--- src/plm_pkg.sv ---
// plm_pkg: types and constants for the peer link liveness monitor
// no dependencies; used by the channel interfaces and the top level
`default_nettype none

package plm_pkg;

    localparam int NUM_POS    = 4;      // platoon positions one to four
    localparam int STAMP_W    = 32;
    localparam int CNT_W      = 7;
    localparam int MISS_W     = 16;
    localparam int POS_W      = 3;
    localparam int MASK_W     = 5;
    localparam int FLAG_W     = 4;
    localparam int ADDR_W     = 4;
    localparam int DATA_W     = 32;
    localparam int COUNT_WRAP = 100;    // receive count returns to zero above this

    localparam logic [POS_W-1:0]  RST_PLATOON_SIZE = 3'd1;
    localparam logic [POS_W-1:0]  RST_OWN_POSITION = 3'd1;
    localparam logic [MISS_W-1:0] RST_MISS_BOUND   = 16'd10;

    // register index, taken from paddr[3:2]
    localparam logic [1:0] REG_PLATOON_SIZE = 2'd0;
    localparam logic [1:0] REG_OWN_POSITION = 2'd1;
    localparam logic [1:0] REG_MISS_BOUND   = 2'd2;

    // fault flag bits
    localparam int FLT_ANY = 3;

    typedef struct packed {
        logic               start_phase;
        logic [STAMP_W-1:0] stamp_pos1;
        logic [STAMP_W-1:0] stamp_pos2;
        logic [STAMP_W-1:0] stamp_pos3;
        logic [STAMP_W-1:0] stamp_pos4;
    } t_in_item;

    typedef struct packed {
        logic [MASK_W-1:0] error_mask;
        logic              leader_link;
        logic              pred_link;
        logic              follower_link;
        logic              leader_fault;
        logic              pred_fault;
        logic              follower_fault;
        logic              any_fault;
        logic              all_heard;
    } t_out_item;

endpackage

`default_nettype wire

--- src/plm_if.sv ---
// plm_in_if / plm_out_if: valid-ready channels for ticks and results
// depends on plm_pkg for the payload types
`default_nettype none

interface plm_in_if;
    import plm_pkg::*;
    logic     valid;
    logic     ready;
    t_in_item data;
    modport source (output valid, output data, input ready);
    modport sink   (input valid, input data, output ready);
endinterface

interface plm_out_if;
    import plm_pkg::*;
    logic      valid;
    logic      ready;
    t_out_item data;
    modport source (output valid, output data, input ready);
    modport sink   (input valid, input data, output ready);
endinterface

`default_nettype wire

--- src/peer_link_liveness_monitor.sv ---
// peer_link_liveness_monitor: top level, per-peer liveness state and fault flags
// depends on plm_pkg and the channel interfaces in plm_if.sv
// a tick is taken into the input register, then its result is written to the result register
//   (input register, then result register); one tick can be accepted every cycle while o_out.ready does not stall
// a single update pass lies between the two registers
// reset (synchronous, active low): link, count and fault state cleared, report
//   armed, registers back to size one, own position one, miss bound ten
`default_nettype none

module peer_link_liveness_monitor (
    input  wire logic                      i_clk,
    input  wire logic                      i_rst_n,
    plm_in_if.sink                         i_in,
    plm_out_if.source                      o_out,
    input  wire logic                      i_psel,
    input  wire logic                      i_penable,
    input  wire logic                      i_pwrite,
    input  wire logic [plm_pkg::ADDR_W-1:0] i_paddr,
    input  wire logic [plm_pkg::DATA_W-1:0] i_pwdata,
    output logic      [plm_pkg::DATA_W-1:0] o_prdata,
    output logic                           o_pready
);
    import plm_pkg::*;

    // configuration registers
    logic [POS_W-1:0]  r_platoon_size;
    logic [POS_W-1:0]  r_own_position;
    logic [MISS_W-1:0] r_miss_bound;

    // pipeline: input register then result register
    logic      r_in_valid;
    t_in_item  r_in_item;
    logic      r_out_valid;
    t_out_item r_out_item;
    t_out_item n_out_item;
    logic      w_advance;

    // per-peer state, index i is position i+1
    logic [STAMP_W-1:0] r_last_stamp  [NUM_POS];
    logic [CNT_W-1:0]   r_rx_count    [NUM_POS];
    logic [CNT_W-1:0]   r_rx_seen     [NUM_POS];
    logic [MISS_W-1:0]  r_miss_count  [NUM_POS];
    logic [NUM_POS-1:0] r_link_up;
    logic               r_report_armed;
    logic               r_heard_prev;
    logic [FLAG_W-1:0]  r_fault_flags;

    logic [STAMP_W-1:0] n_last_stamp  [NUM_POS];
    logic [CNT_W-1:0]   n_rx_count    [NUM_POS];
    logic [CNT_W-1:0]   n_rx_seen     [NUM_POS];
    logic [MISS_W-1:0]  n_miss_count  [NUM_POS];
    logic [NUM_POS-1:0] n_link_up;
    logic               n_report_armed;
    logic               n_heard_prev;
    logic [FLAG_W-1:0]  n_fault_flags;

    logic [STAMP_W-1:0] w_stamp [NUM_POS];
    logic [POS_W-1:0]   w_size;

    // ---------------------------------------------------------------
    // APB configuration port, no wait states
    // ---------------------------------------------------------------
    assign o_pready = 1'b1;

    always_ff @(posedge i_clk) begin
        if (!i_rst_n) begin
            r_platoon_size <= RST_PLATOON_SIZE;
            r_own_position <= RST_OWN_POSITION;
            r_miss_bound   <= RST_MISS_BOUND;
        end else if (i_psel && i_penable && i_pwrite && o_pready) begin
            case (i_paddr[3:2])
                REG_PLATOON_SIZE: r_platoon_size <= i_pwdata[POS_W-1:0];
                REG_OWN_POSITION: r_own_position <= i_pwdata[POS_W-1:0];
                REG_MISS_BOUND:   r_miss_bound   <= i_pwdata[MISS_W-1:0];
                default:          ; // unmapped, write dropped
            endcase
        end
    end

    always_comb begin
        case (i_paddr[3:2])
            REG_PLATOON_SIZE: o_prdata = {{(DATA_W-POS_W){1'b0}}, r_platoon_size};
            REG_OWN_POSITION: o_prdata = {{(DATA_W-POS_W){1'b0}}, r_own_position};
            REG_MISS_BOUND:   o_prdata = {{(DATA_W-MISS_W){1'b0}}, r_miss_bound};
            default:          o_prdata = '0;
        endcase
    end

    // ---------------------------------------------------------------
    // handshake: the input register moves on whenever the result register
    // is empty or its transfer completes this cycle
    // ---------------------------------------------------------------
    assign w_advance   = r_in_valid && (!r_out_valid || o_out.ready);
    assign i_in.ready  = !r_in_valid || w_advance;
    assign o_out.valid = r_out_valid;
    assign o_out.data  = r_out_item;

    always_ff @(posedge i_clk) begin
        if (!i_rst_n) begin
            r_in_valid <= 1'b0;
        end else if (i_in.ready) begin
            r_in_valid <= i_in.valid;
        end
    end

    always_ff @(posedge i_clk) begin
        if (i_in.valid && i_in.ready) begin
            r_in_item <= i_in.data;
        end
    end

    always_ff @(posedge i_clk) begin
        if (!i_rst_n) begin
            r_out_valid <= 1'b0;
        end else if (w_advance) begin
            r_out_valid <= 1'b1;
        end else if (o_out.ready) begin
            r_out_valid <= 1'b0;
        end
    end

    always_ff @(posedge i_clk) begin
        if (w_advance) begin
            r_out_item <= n_out_item;
        end
    end

    // ---------------------------------------------------------------
    // tick update
    // ---------------------------------------------------------------
    assign w_stamp[0] = r_in_item.stamp_pos1;
    assign w_stamp[1] = r_in_item.stamp_pos2;
    assign w_stamp[2] = r_in_item.stamp_pos3;
    assign w_stamp[3] = r_in_item.stamp_pos4;

    // platoon size zero counts as one, five to seven as four
    always_comb begin
        if (r_platoon_size == 3'd0) begin
            w_size = 3'd1;
        end else if (r_platoon_size > 3'(NUM_POS)) begin
            w_size = 3'(NUM_POS);
        end else begin
            w_size = r_platoon_size;
        end
    end

    always_comb begin
        logic [CNT_W:0]    v_cnt;
        logic [MISS_W-1:0] v_miss;
        logic              v_armed;
        logic [POS_W-1:0]  v_heard;
        logic [MASK_W-1:0] v_error;
        logic [2:0]        v_links;
        logic              v_all;

        n_last_stamp   = r_last_stamp;
        n_rx_count     = r_rx_count;
        n_rx_seen      = r_rx_seen;
        n_miss_count   = r_miss_count;
        n_link_up      = r_link_up;
        n_fault_flags  = r_fault_flags;
        v_armed        = r_report_armed;
        v_heard        = '0;
        v_error        = '0;
        v_links        = 3'b111;
        v_all          = 1'b1;
        v_cnt          = '0;
        v_miss         = '0;

        if (w_size == 3'd1) begin
            // single vehicle: nothing to watch, everything reads healthy
            n_link_up[0]  = 1'b1;
            n_fault_flags = '0;
        end else begin
            for (int i = 0; i < NUM_POS; i++) begin
                if (3'(i + 1) <= w_size) begin
                    if (r_in_item.start_phase) begin
                        n_link_up[i] = 1'b0;
                    end
                    if (3'(i + 1) != r_own_position) begin
                        if (w_stamp[i] != r_last_stamp[i]) begin
                            // fresh timestamp: advance the wrapping receive count
                            v_cnt = {1'b0, r_rx_count[i]} + 1'b1;
                            if (v_cnt > (CNT_W + 1)'(COUNT_WRAP)) begin
                                v_cnt = '0;
                            end
                            n_rx_count[i]   = v_cnt[CNT_W-1:0];
                            n_last_stamp[i] = w_stamp[i];
                            v_heard         = v_heard + 1'b1;
                        end else begin
                            // stale timestamp: count a miss, saturating
                            v_miss = r_miss_count[i];
                            if (v_miss != '1) begin
                                v_miss = v_miss + 1'b1;
                            end
                            n_miss_count[i] = v_miss;
                            // first lost link of the run gets reported, lowest position first
                            if (v_miss > r_miss_bound && v_armed && n_link_up[i]) begin
                                n_link_up[i]   = 1'b0;
                                v_armed        = 1'b0;
                                v_error[i + 1] = 1'b1;
                            end
                        end
                        if (n_rx_count[i] != r_rx_seen[i]) begin
                            n_link_up[i]    = 1'b1;
                            n_miss_count[i] = '0;
                            n_rx_seen[i]    = n_rx_count[i];
                        end else begin
                            n_link_up[i] = 1'b0;
                        end
                    end
                end
            end

            // leader, predecessor and follower fault flags; any stays set until reset or a platoon size of one
            for (int i = 0; i < 3; i++) begin
                if (n_link_up[i]) begin
                    n_fault_flags[i] = 1'b0;
                end else if (n_miss_count[i] > r_miss_bound && r_heard_prev) begin
                    n_fault_flags[i]       = 1'b1;
                    n_fault_flags[FLT_ANY] = 1'b1;
                end
            end

            v_links = n_link_up[2:0];
            v_all   = (v_heard == w_size - 1'b1);
        end

        n_report_armed = v_armed;
        n_heard_prev   = v_all;

        n_out_item.error_mask     = v_error;
        n_out_item.leader_link    = v_links[0];
        n_out_item.pred_link      = v_links[1];
        n_out_item.follower_link  = v_links[2];
        n_out_item.leader_fault   = n_fault_flags[0];
        n_out_item.pred_fault     = n_fault_flags[1];
        n_out_item.follower_fault = n_fault_flags[2];
        n_out_item.any_fault      = n_fault_flags[FLT_ANY];
        n_out_item.all_heard      = v_all;
    end

    always_ff @(posedge i_clk) begin
        if (!i_rst_n) begin
            for (int i = 0; i < NUM_POS; i++) begin
                r_last_stamp[i] <= '0;
                r_rx_count[i]   <= '0;
                r_rx_seen[i]    <= '0;
                r_miss_count[i] <= '0;
            end
            r_link_up      <= '0;
            r_report_armed <= 1'b1;
            r_heard_prev   <= 1'b0;
            r_fault_flags  <= '0;
        end else if (w_advance) begin
            r_last_stamp   <= n_last_stamp;
            r_rx_count     <= n_rx_count;
            r_rx_seen      <= n_rx_seen;
            r_miss_count   <= n_miss_count;
            r_link_up      <= n_link_up;
            r_report_armed <= n_report_armed;
            r_heard_prev   <= n_heard_prev;
            r_fault_flags  <= n_fault_flags;
        end
    end

endmodule

`default_nettype wire
--- src/flat_wrapper.sv ---
// flat-port wrapper written by rule: the top's interface ports become plain ports
module peer_link_liveness_monitor_flat import plm_pkg::*;
  (i_clk, i_rst_n, i_psel, i_penable, i_pwrite, i_paddr, i_pwdata, o_prdata, o_pready, i_in_valid, i_in_data, i_in_ready, o_out_valid, o_out_data, o_out_ready);
  plm_in_if i_in_i ();
  plm_out_if o_out_i ();
  input  wire logic i_clk;
  input  wire logic i_rst_n;
  input  wire logic i_psel;
  input  wire logic i_penable;
  input  wire logic i_pwrite;
  input  wire logic [plm_pkg::ADDR_W-1:0] i_paddr;
  input  wire logic [plm_pkg::DATA_W-1:0] i_pwdata;
  output logic      [plm_pkg::DATA_W-1:0] o_prdata;
  output logic o_pready;
  input wire logic [$bits(i_in_i.valid)-1:0] i_in_valid;
  input wire logic [$bits(i_in_i.data)-1:0] i_in_data;
  output wire logic [$bits(i_in_i.ready)-1:0] i_in_ready;
  output wire logic [$bits(o_out_i.valid)-1:0] o_out_valid;
  output wire logic [$bits(o_out_i.data)-1:0] o_out_data;
  input wire logic [$bits(o_out_i.ready)-1:0] o_out_ready;
  assign i_in_i.valid = i_in_valid;
  assign i_in_i.data = i_in_data;
  assign i_in_ready = i_in_i.ready;
  assign o_out_valid = o_out_i.valid;
  assign o_out_data = o_out_i.data;
  assign o_out_i.ready = o_out_ready;
  peer_link_liveness_monitor u_core (.i_clk(i_clk), .i_rst_n(i_rst_n), .i_in(i_in_i), .o_out(o_out_i), .i_psel(i_psel), .i_penable(i_penable), .i_pwrite(i_pwrite), .i_paddr(i_paddr), .i_pwdata(i_pwdata), .o_prdata(o_prdata), .o_pready(o_pready));
endmodule
--- config.mk ---
export PLATFORM = sky130hd
export DESIGN_NAME = peer_link_liveness_monitor_flat
export DESIGN_NICKNAME = d
export VERILOG_FILES = /design/src/plm_pkg.sv /design/src/plm_if.sv /design/src/peer_link_liveness_monitor.sv /design/src/flat_wrapper.sv
export SDC_FILE = /design/constraint.sdc
export NUM_CORES = 1
export LEC_CHECK = 0
export BUFFER_PORTS_ARGS = -buffer_cell sky130_fd_sc_hd__buf_2
export CAP_MARGIN = 30
export CORE_MARGIN = 4
export CORE_UTILIZATION = 60
export CTS_BUF_LIST = sky130_fd_sc_hd__clkbuf_8
export CTS_CLUSTER_DIAMETER = 40
export DETAILED_ROUTE_END_ITERATION = 8
export HOLD_SLACK_MARGIN = 0.12
export PLACE_DENSITY = 0.88
export RECOVER_POWER = 50
export SYNTH_ARGS = -nofsm -noshare
export SYNTH_HDL_FRONTEND = slang
export SYNTH_SLANG_ARGS = --single-unit
export TNS_END_PERCENT = 10
--- constraint.sdc ---
create_clock -name i_clk -period 9.5 [get_ports i_clk]
set_input_delay 0.475 -clock i_clk [delete_from_list [all_inputs] [get_ports i_clk]]
set_output_delay 0.475 -clock i_clk [all_outputs]
set_load 0.03 [all_outputs]
# == Word level (Yosys, flattened, before mapping) ==
# Cells that the tools add are included.
# totals
register_bits,423
out_inout_bits,48
elab_cells,287
# classes
n_addsub,12
n_lt_le_gt_ge,16
eq_ne,21
muxes,141
n_bitwise,9
reduce_logical,44
# op_table
cell,n
16-bit 2-to-1 mux,37
7-bit 2-to-1 mux,20
32-bit inequality test,4
16-bit greater-than comparator,7
16-bit by 1-bit adder with 16-bit output (second input constant),4
1-bit 2-to-1 mux,64
16-bit inequality test (second input constant),4
3-bit 2-to-1 mux,17
16-bit case mux with 3 select lines,1
5-bit AND reduction,9
7-bit by 1-bit adder with 8-bit output (second input constant),4
8-bit by 7-bit greater-than comparator with 1-bit output (second input constant),4
7-bit inequality test,4
4-bit AND reduction,4
4-bit OR reduction,4
1-bit logical AND,15
3-bit by 1-bit adder with 3-bit output (second input constant),3
1-bit inverter,9
2-bit AND reduction,4
2-bit by 3-bit less-or-equal comparator with 1-bit output (first input constant),2
2-bit by 3-bit inequality test with 1-bit output (first input constant),2
4-bit 2-to-1 mux,1
3-bit by 1-bit == test with 1-bit output (second input constant),1
3-bit == test,1
16 further kinds,18

# == Depth between registers and ports, before layout ==
# logic_depth
ltp_word,34
mapped_depth,24
depth_no_buf,22

# == Worst setup path before layout ==
# OpenSTA, ideal clock, no wires.
# synth_path
path_type,reg2reg
from,register u_core.r_rx_count[22] (netlist name)
to,register u_core.r_out_item (netlist bit u_core.o_out.data[1]) (data pin)
setup_time_ns,0.272
t_arrival_ns,5.214
required_time_ns,9.228
slack_ns,4.014
path_stages_with_launch,25
path_buffers,2
synth_period_minus_slack_ns,5.486
cell_sequence,dfxtp_1 -> ha_1 -> buf_2 -> nor3b_1 -> o21ai_0 -> a31oi_2 -> nand2_1 -> or3_1 -> nand3_1 -> or4b_1 -> nor3_4 -> a21o_1 -> clkbuf_1 -> o2bb2ai_1 -> ha_1 -> nor2b_1 -> o21a_1 -> o21a_1 -> o21a_1 -> o21ai_0 -> a21oi_1 -> o21ai_0 -> nor3_1 -> a311oi_1 -> a31oi_1
# synth_via
elab_chain_len,21
word_cells_on_any_way,25
# synth_lines
element,line,text
"start, declared",peer_link_liveness_monitor.sv:40,logic [CNT_W-1:0] r_rx_count [NUM_POS];
"start signal, assigned",peer_link_liveness_monitor.sv:257,r_rx_count <= n_rx_count;
7-bit by 1-bit adder with 8-bit output,peer_link_liveness_monitor.sv:183,"v_cnt = {1'b0, r_rx_count[i]} + 1'b1;"
8-bit by 7-bit greater-than comparator with 1-bit output,peer_link_liveness_monitor.sv:184,if (v_cnt > (CNT_W + 1)'(COUNT_WRAP)) begin
7-bit 2-to-1 mux,peer_link_liveness_monitor.sv:184,
7-bit 2-to-1 mux (*),peer_link_liveness_monitor.sv:181,if (w_stamp[i] != r_last_stamp[i]) begin
7-bit 2-to-1 mux (*),peer_link_liveness_monitor.sv:180,if (3'(i + 1) != r_own_position) begin
7-bit 2-to-1 mux (*),peer_link_liveness_monitor.sv:176,if (3'(i + 1) <= w_size) begin
7-bit 2-to-1 mux (*),peer_link_liveness_monitor.sv:170,if (w_size == 3'd1) begin
7-bit inequality test (*),peer_link_liveness_monitor.sv:204,if (n_rx_count[i] != r_rx_seen[i]) begin
[... 6 more ...],--,
1-bit 2-to-1 mux,peer_link_liveness_monitor.sv:219,end else if (n_miss_count[i] > r_miss_bound && r_heard_prev) begin
1-bit 2-to-1 mux (*),peer_link_liveness_monitor.sv:217,if (n_link_up[i]) begin
1-bit 2-to-1 mux,peer_link_liveness_monitor.sv:219,
1-bit 2-to-1 mux (*),peer_link_liveness_monitor.sv:217,
2-bit 2-to-1 mux,peer_link_liveness_monitor.sv:219,
1-bit 2-to-1 mux (*),peer_link_liveness_monitor.sv:217,
4-bit 2-to-1 mux (*),peer_link_liveness_monitor.sv:170,
net u_core.n_fault_flags[3],peer_link_liveness_monitor.sv:55,logic [FLAG_W-1:0] n_fault_flags;
"end signal, assigned",peer_link_liveness_monitor.sv:124,r_out_item <= n_out_item;
"end, declared",peer_link_liveness_monitor.sv:34,t_out_item r_out_item;
# Mark *: on every way through the listed nets, which the timed path passes. The rest lies on a longest branch. The select of a mux whose other input is x is not followed.
# A chain may end at the register's enable or synchronous reset.

# == Worst setup path after layout ==
# layout_path
from,register u_core.r_rx_count[7] (netlist name)
to,register u_core.r_out_item (netlist bit u_core.o_out.data[1]) (data pin)
# layout_via
elab_chain_len,17
word_cells_on_any_way,21
# layout_lines
element,line
7-bit by 1-bit adder with 8-bit output,peer_link_liveness_monitor.sv:183
8-bit by 7-bit greater-than comparator with 1-bit output,peer_link_liveness_monitor.sv:184
7-bit 2-to-1 mux,peer_link_liveness_monitor.sv:184
7-bit 2-to-1 mux (*),peer_link_liveness_monitor.sv:181
7-bit 2-to-1 mux (*),peer_link_liveness_monitor.sv:180
7-bit 2-to-1 mux (*),peer_link_liveness_monitor.sv:176
7-bit 2-to-1 mux (*),peer_link_liveness_monitor.sv:170
7-bit inequality test (*),peer_link_liveness_monitor.sv:204
[... 2 more ...],--
16-bit 2-to-1 mux,peer_link_liveness_monitor.sv:176
16-bit 2-to-1 mux,peer_link_liveness_monitor.sv:170
16-bit greater-than comparator,peer_link_liveness_monitor.sv:219
1-bit logical AND,peer_link_liveness_monitor.sv:219
2-bit 2-to-1 mux,peer_link_liveness_monitor.sv:219
1-bit 2-to-1 mux (*),peer_link_liveness_monitor.sv:217
4-bit 2-to-1 mux (*),peer_link_liveness_monitor.sv:170
net u_core.n_fault_flags[3],peer_link_liveness_monitor.sv:55
# Marks and branches as above.

==> metrics <==
status finished with violations; failing checks capacitance limit, slew limit; vias in the first global route 22300; WL/cell 19.7 um; Worst Path Required 9870 ps; Post-synth top flop dfxtp_1; Least-Margin Pin Slew 4200 ps; leading area contributor after synthesis dfxtp_1; Synth area leaders dfxtp_1 24%, edfxtp_1 18%, nand2_1 7.9%; r2r setup slk 2280 ps; sequential fraction of the synthesis area 41.7%; post-synthesis register bit count 423; post-synth top area share 23.8%; mean area per synthesized cell 8.59 um^2; Slowest cell on crit path nor2_2; PwrDens 143 mW/mm^2; VDD IR-drop max 0.187 mV; hold_sp i_paddr[2]; CTS sink cnt 423; first-pass GRT wire length 114 mm; total gr overflow 0; Inserted Clock Buffers 75; Nets 3347; synth unique cells 93; Worst path top cell family by delay compound AO/OA/AOI/OAI gates; hold slack 217 ps; DRC Markers 0; DRT Pass-1 Iters 6; # rows 72; met2 wire len 34.2 mm; cts hold-fix bufs 146; Tot GR Track Use 32.7%; Initial Util 61.0%; Peak Freq 0.138 GHz; hpwl dp 43.6 mm; Port Buffers 183; Layout Skew 38.8 ps; Clock transition at path regs 60 ps; CTS Buffer Depth 3; Post-synth EDFFs 141; fillers 2752; Period minus WS final 7220 ps; worst hold path depth 3; final setup fails 0; later-pin clock latency in the skew report 650 ps; post-CTS sizing 0; reg2reg start u_core.r_rx_count[7]$_SDFFE_PN0P_; DIE HEIGHT 207 um; MaxCap Viol Count 4; Worst setup EP type flip-flop; worst setup margin 2280 ps; largest net degree at the start of global routing 91; met3 WL 6.92 mm; via count 22600; die area 0.0427 mm^2; antenna violations before repair 1; CTS root buf clkbuf_8; post-synthesis async set-or-reset flop share 0%; static leakage 0.0105 uW; ANT nets after route 0; CP Class flip-flop to flip-flop; post-CTS setup buffers 0; worst hold path class primary input to flip-flop; setup TNS 0 ps; Startpoint Class flip-flop; RSZ-0062 raised after global routing no; proportion of layout cells with a drive suffix above 1 9.55%; synth-to-layout area growth 17.3%; CTS HTree Levels 3; pre-CTS setup slack 2480 ps; core box area 0.0388 mm^2; FF-to-FF path depth 22; Die Wd 207 um; fin crit share 76.0%; cell area after synthesis 0.0237 mm^2; Buf/Inv on CP 0; # IOs 220; Max Fanout on Critical Path 16; CTS tree built; Iteration-0 DRC Markers 2169; final-report hold violation count 0; Top Metal Used met4; CP Cell Sequence ha_1 > nor2b_1 > o32ai_1 > a211oi_1 > o31ai_2 > mux2_4 > or4_1 > a2111o_1 > nor2_2 > nand2_1 > o32ai_1 > ha_1 > nor2b_1 > o21a_1 > o21ai_0 > a21oi_1 > o21bai_1 > o211ai_1 > o311a_1 > a31o_2 > a311oi_1 > a31oi_1; cell count after synthesis 2759; Slowest Stage Delay on Critical Path 620 ps; worst rel slew slack -180%; area of the multi-input gates 0.0129 mm^2; hold endpoint u_core.r_own_position[2]$_SDFFE_PN0P_; Ys Warns 0; FF-to-FF End u_core.o_out.data[1]$_DFFE_PP_; final slew viol count 263; FF/Latch Area 0.00988 mm^2; Arr. time, crit path 7590 ps; Met1 Wirelength 27.0 mm; Via density 6.22; RD Place Congestion 0.916; final WL 71.4 mm
-- cells in the mapped netlist, types with 9 or more instances --
cell / instances
a21oi_1: 284
o211ai_1: 14
o21ai_0: 108
nor4_1: 37
o2bb2ai_1: 16
a31oi_1: 13
nor2_1: 165
a21o_1: 27
clkbuf_1: 110
ha_1: 127
and3_1: 25
and2_1: 25
nor3_1: 59
a311oi_1: 9
nor2b_1: 26
dfxtp_1: 282
nand3_1: 82
mux2i_1: 21
o21a_1: 30
a211oi_1: 25
buf_1: 19
nand2b_1: 21
xor2_1: 87
buf_4: 20
inv_1: 84
nand2_1: 499
o22ai_1: 14
o31ai_1: 10
nand4_1: 61
xnor2_1: 117
buf_2: 10
a22o_1: 18
or3_1: 14
and4_1: 10
edfxtp_1: 141
-- registers in the layout (all words and copies together), names as in the netlist, 4 cells and up --
signal,count
u_core.o_out.data,12
u_core.r_fault_flags,4
u_core.r_in_item,129
u_core.r_last_stamp,128
u_core.r_link_up,4
u_core.r_miss_bound,16
u_core.r_miss_count,64
u_core.r_rx_count,28
u_core.r_rx_seen,28
-- metrics by stage --
step | instances | utilization (%) | cell area, um^2 | power (uW)
6_report | 3630 | 71.6 | 27800 | 3970
3_5_place_dp | 3341 | 64.0 | 24900 | 2130
3_3_place_gp | 3338 | 63.9 | 24800 | 2130
4_1_cts | 3626 | 71.8 | 27900 | 3930
5_1_grt | 3628 | 71.6 | 27800 | 4080
2_1_floorplan | 2775 | - | 23800 | 2070
-- metal layers --
layer	vias to the layer above	track usage, %
met4	0	15.2
met5	-	0
met3	258	5.94
met1	10600	41.3
met2	1301	54.8
li1	10400	-
-- how the worst max path moves through the flow --
stage	slack [ps]	cells past startpoint	endpoint	from
after CTS	2440	22	u_core.o_out.data[1]$_DFFE_PP_	u_core.r_rx_count[7]$_SDFFE_PN0P_
final	2280	22	u_core.o_out.data[1]$_DFFE_PP_	u_core.r_rx_count[7]$_SDFFE_PN0P_
after global placement	2580	22	u_core.o_out.data[1]$_DFFE_PP_	u_core.r_rx_count[7]$_SDFFE_PN0P_
after detailed placement	2480	22	u_core.o_out.data[1]$_DFFE_PP_	u_core.r_rx_count[7]$_SDFFE_PN0P_
after floorplan	4010	24	u_core.o_out.data[1]$_DFFE_PP_	u_core.r_rx_count[22]$_SDFFE_PN0P_
after global routing	1660	22	u_core.o_out.data[1]$_DFFE_PP_	u_core.r_rx_count[7]$_SDFFE_PN0P_
-- worst min-delay path: stages --
cell,delay [ps]
buf_2,180
nand3_1,100
a21oi_1,60
-- report_power, final --
| group | total, uW | internal [uW] | switching (uW) |
|---|---|---|---|
| combinational | 215 | 92.8 | 122 |
| sequential | 1950 | 1910 | 31.7 |
| clock | 1810 | 968 | 844 |
-- layout by cell type, fill, tap and decap left out, drive strengths merged, types with 9 or more instances in the layout --
master       synthesis  final
a311oi               9      9
o21ai              110    110
inv                 85    110
buf                 51    142
nand3               83     83
o2bb2ai             16     16
o31ai               11     11
nor2               166    166
ha                 127    127
a21o                27     27
nor4                37     37
clkinv               1     24
a22o                18     18
nand2b              21     21
a211oi              25     25
xor2                87     87
clkbuf             110    146
and2                27     27
a21oi              284    284
dlygate4sd3          0    146
o22ai               14     14
or3                 15     15
nand4               61     61
o211ai              14     14
xnor2              117    117
a31oi               14     14
o21a                30     30
edfxtp             141    141
and3                25     25
nand2              499    499
nor3                60     60
mux2i               21     21
nor2b               26     26
and4                10     10
dfxtp              282    282
conb                 2     18
-- cell families after synthesis --
| family | share of synthesized area, % |
|---|---|
| and+or+nand+nor | 20.9 |
| AOI/OAI and AO/OA | 17.5 |
| DFF | 41.7 |
| buffers and inverters | 4.35 |
| xor gates and xnor gates | 7.54 |
| adders and majority gates | 6.71 |
| muxes | 1.28 |
| other | 0.0317 |
-- area by class of cell --
class                           count  area share, %
Antenna cell                        2         0.0180
Clock buffer                       77           3.81
Clock inverter                     62           1.86
Inverter                           86           1.17
Multi-Input combinational cell   2105           46.3
Sequential cell                   423           35.5
Tap cell                          518           2.33
Timing Repair Buffer              357           9.01
(Power assumes the default switching activity.)
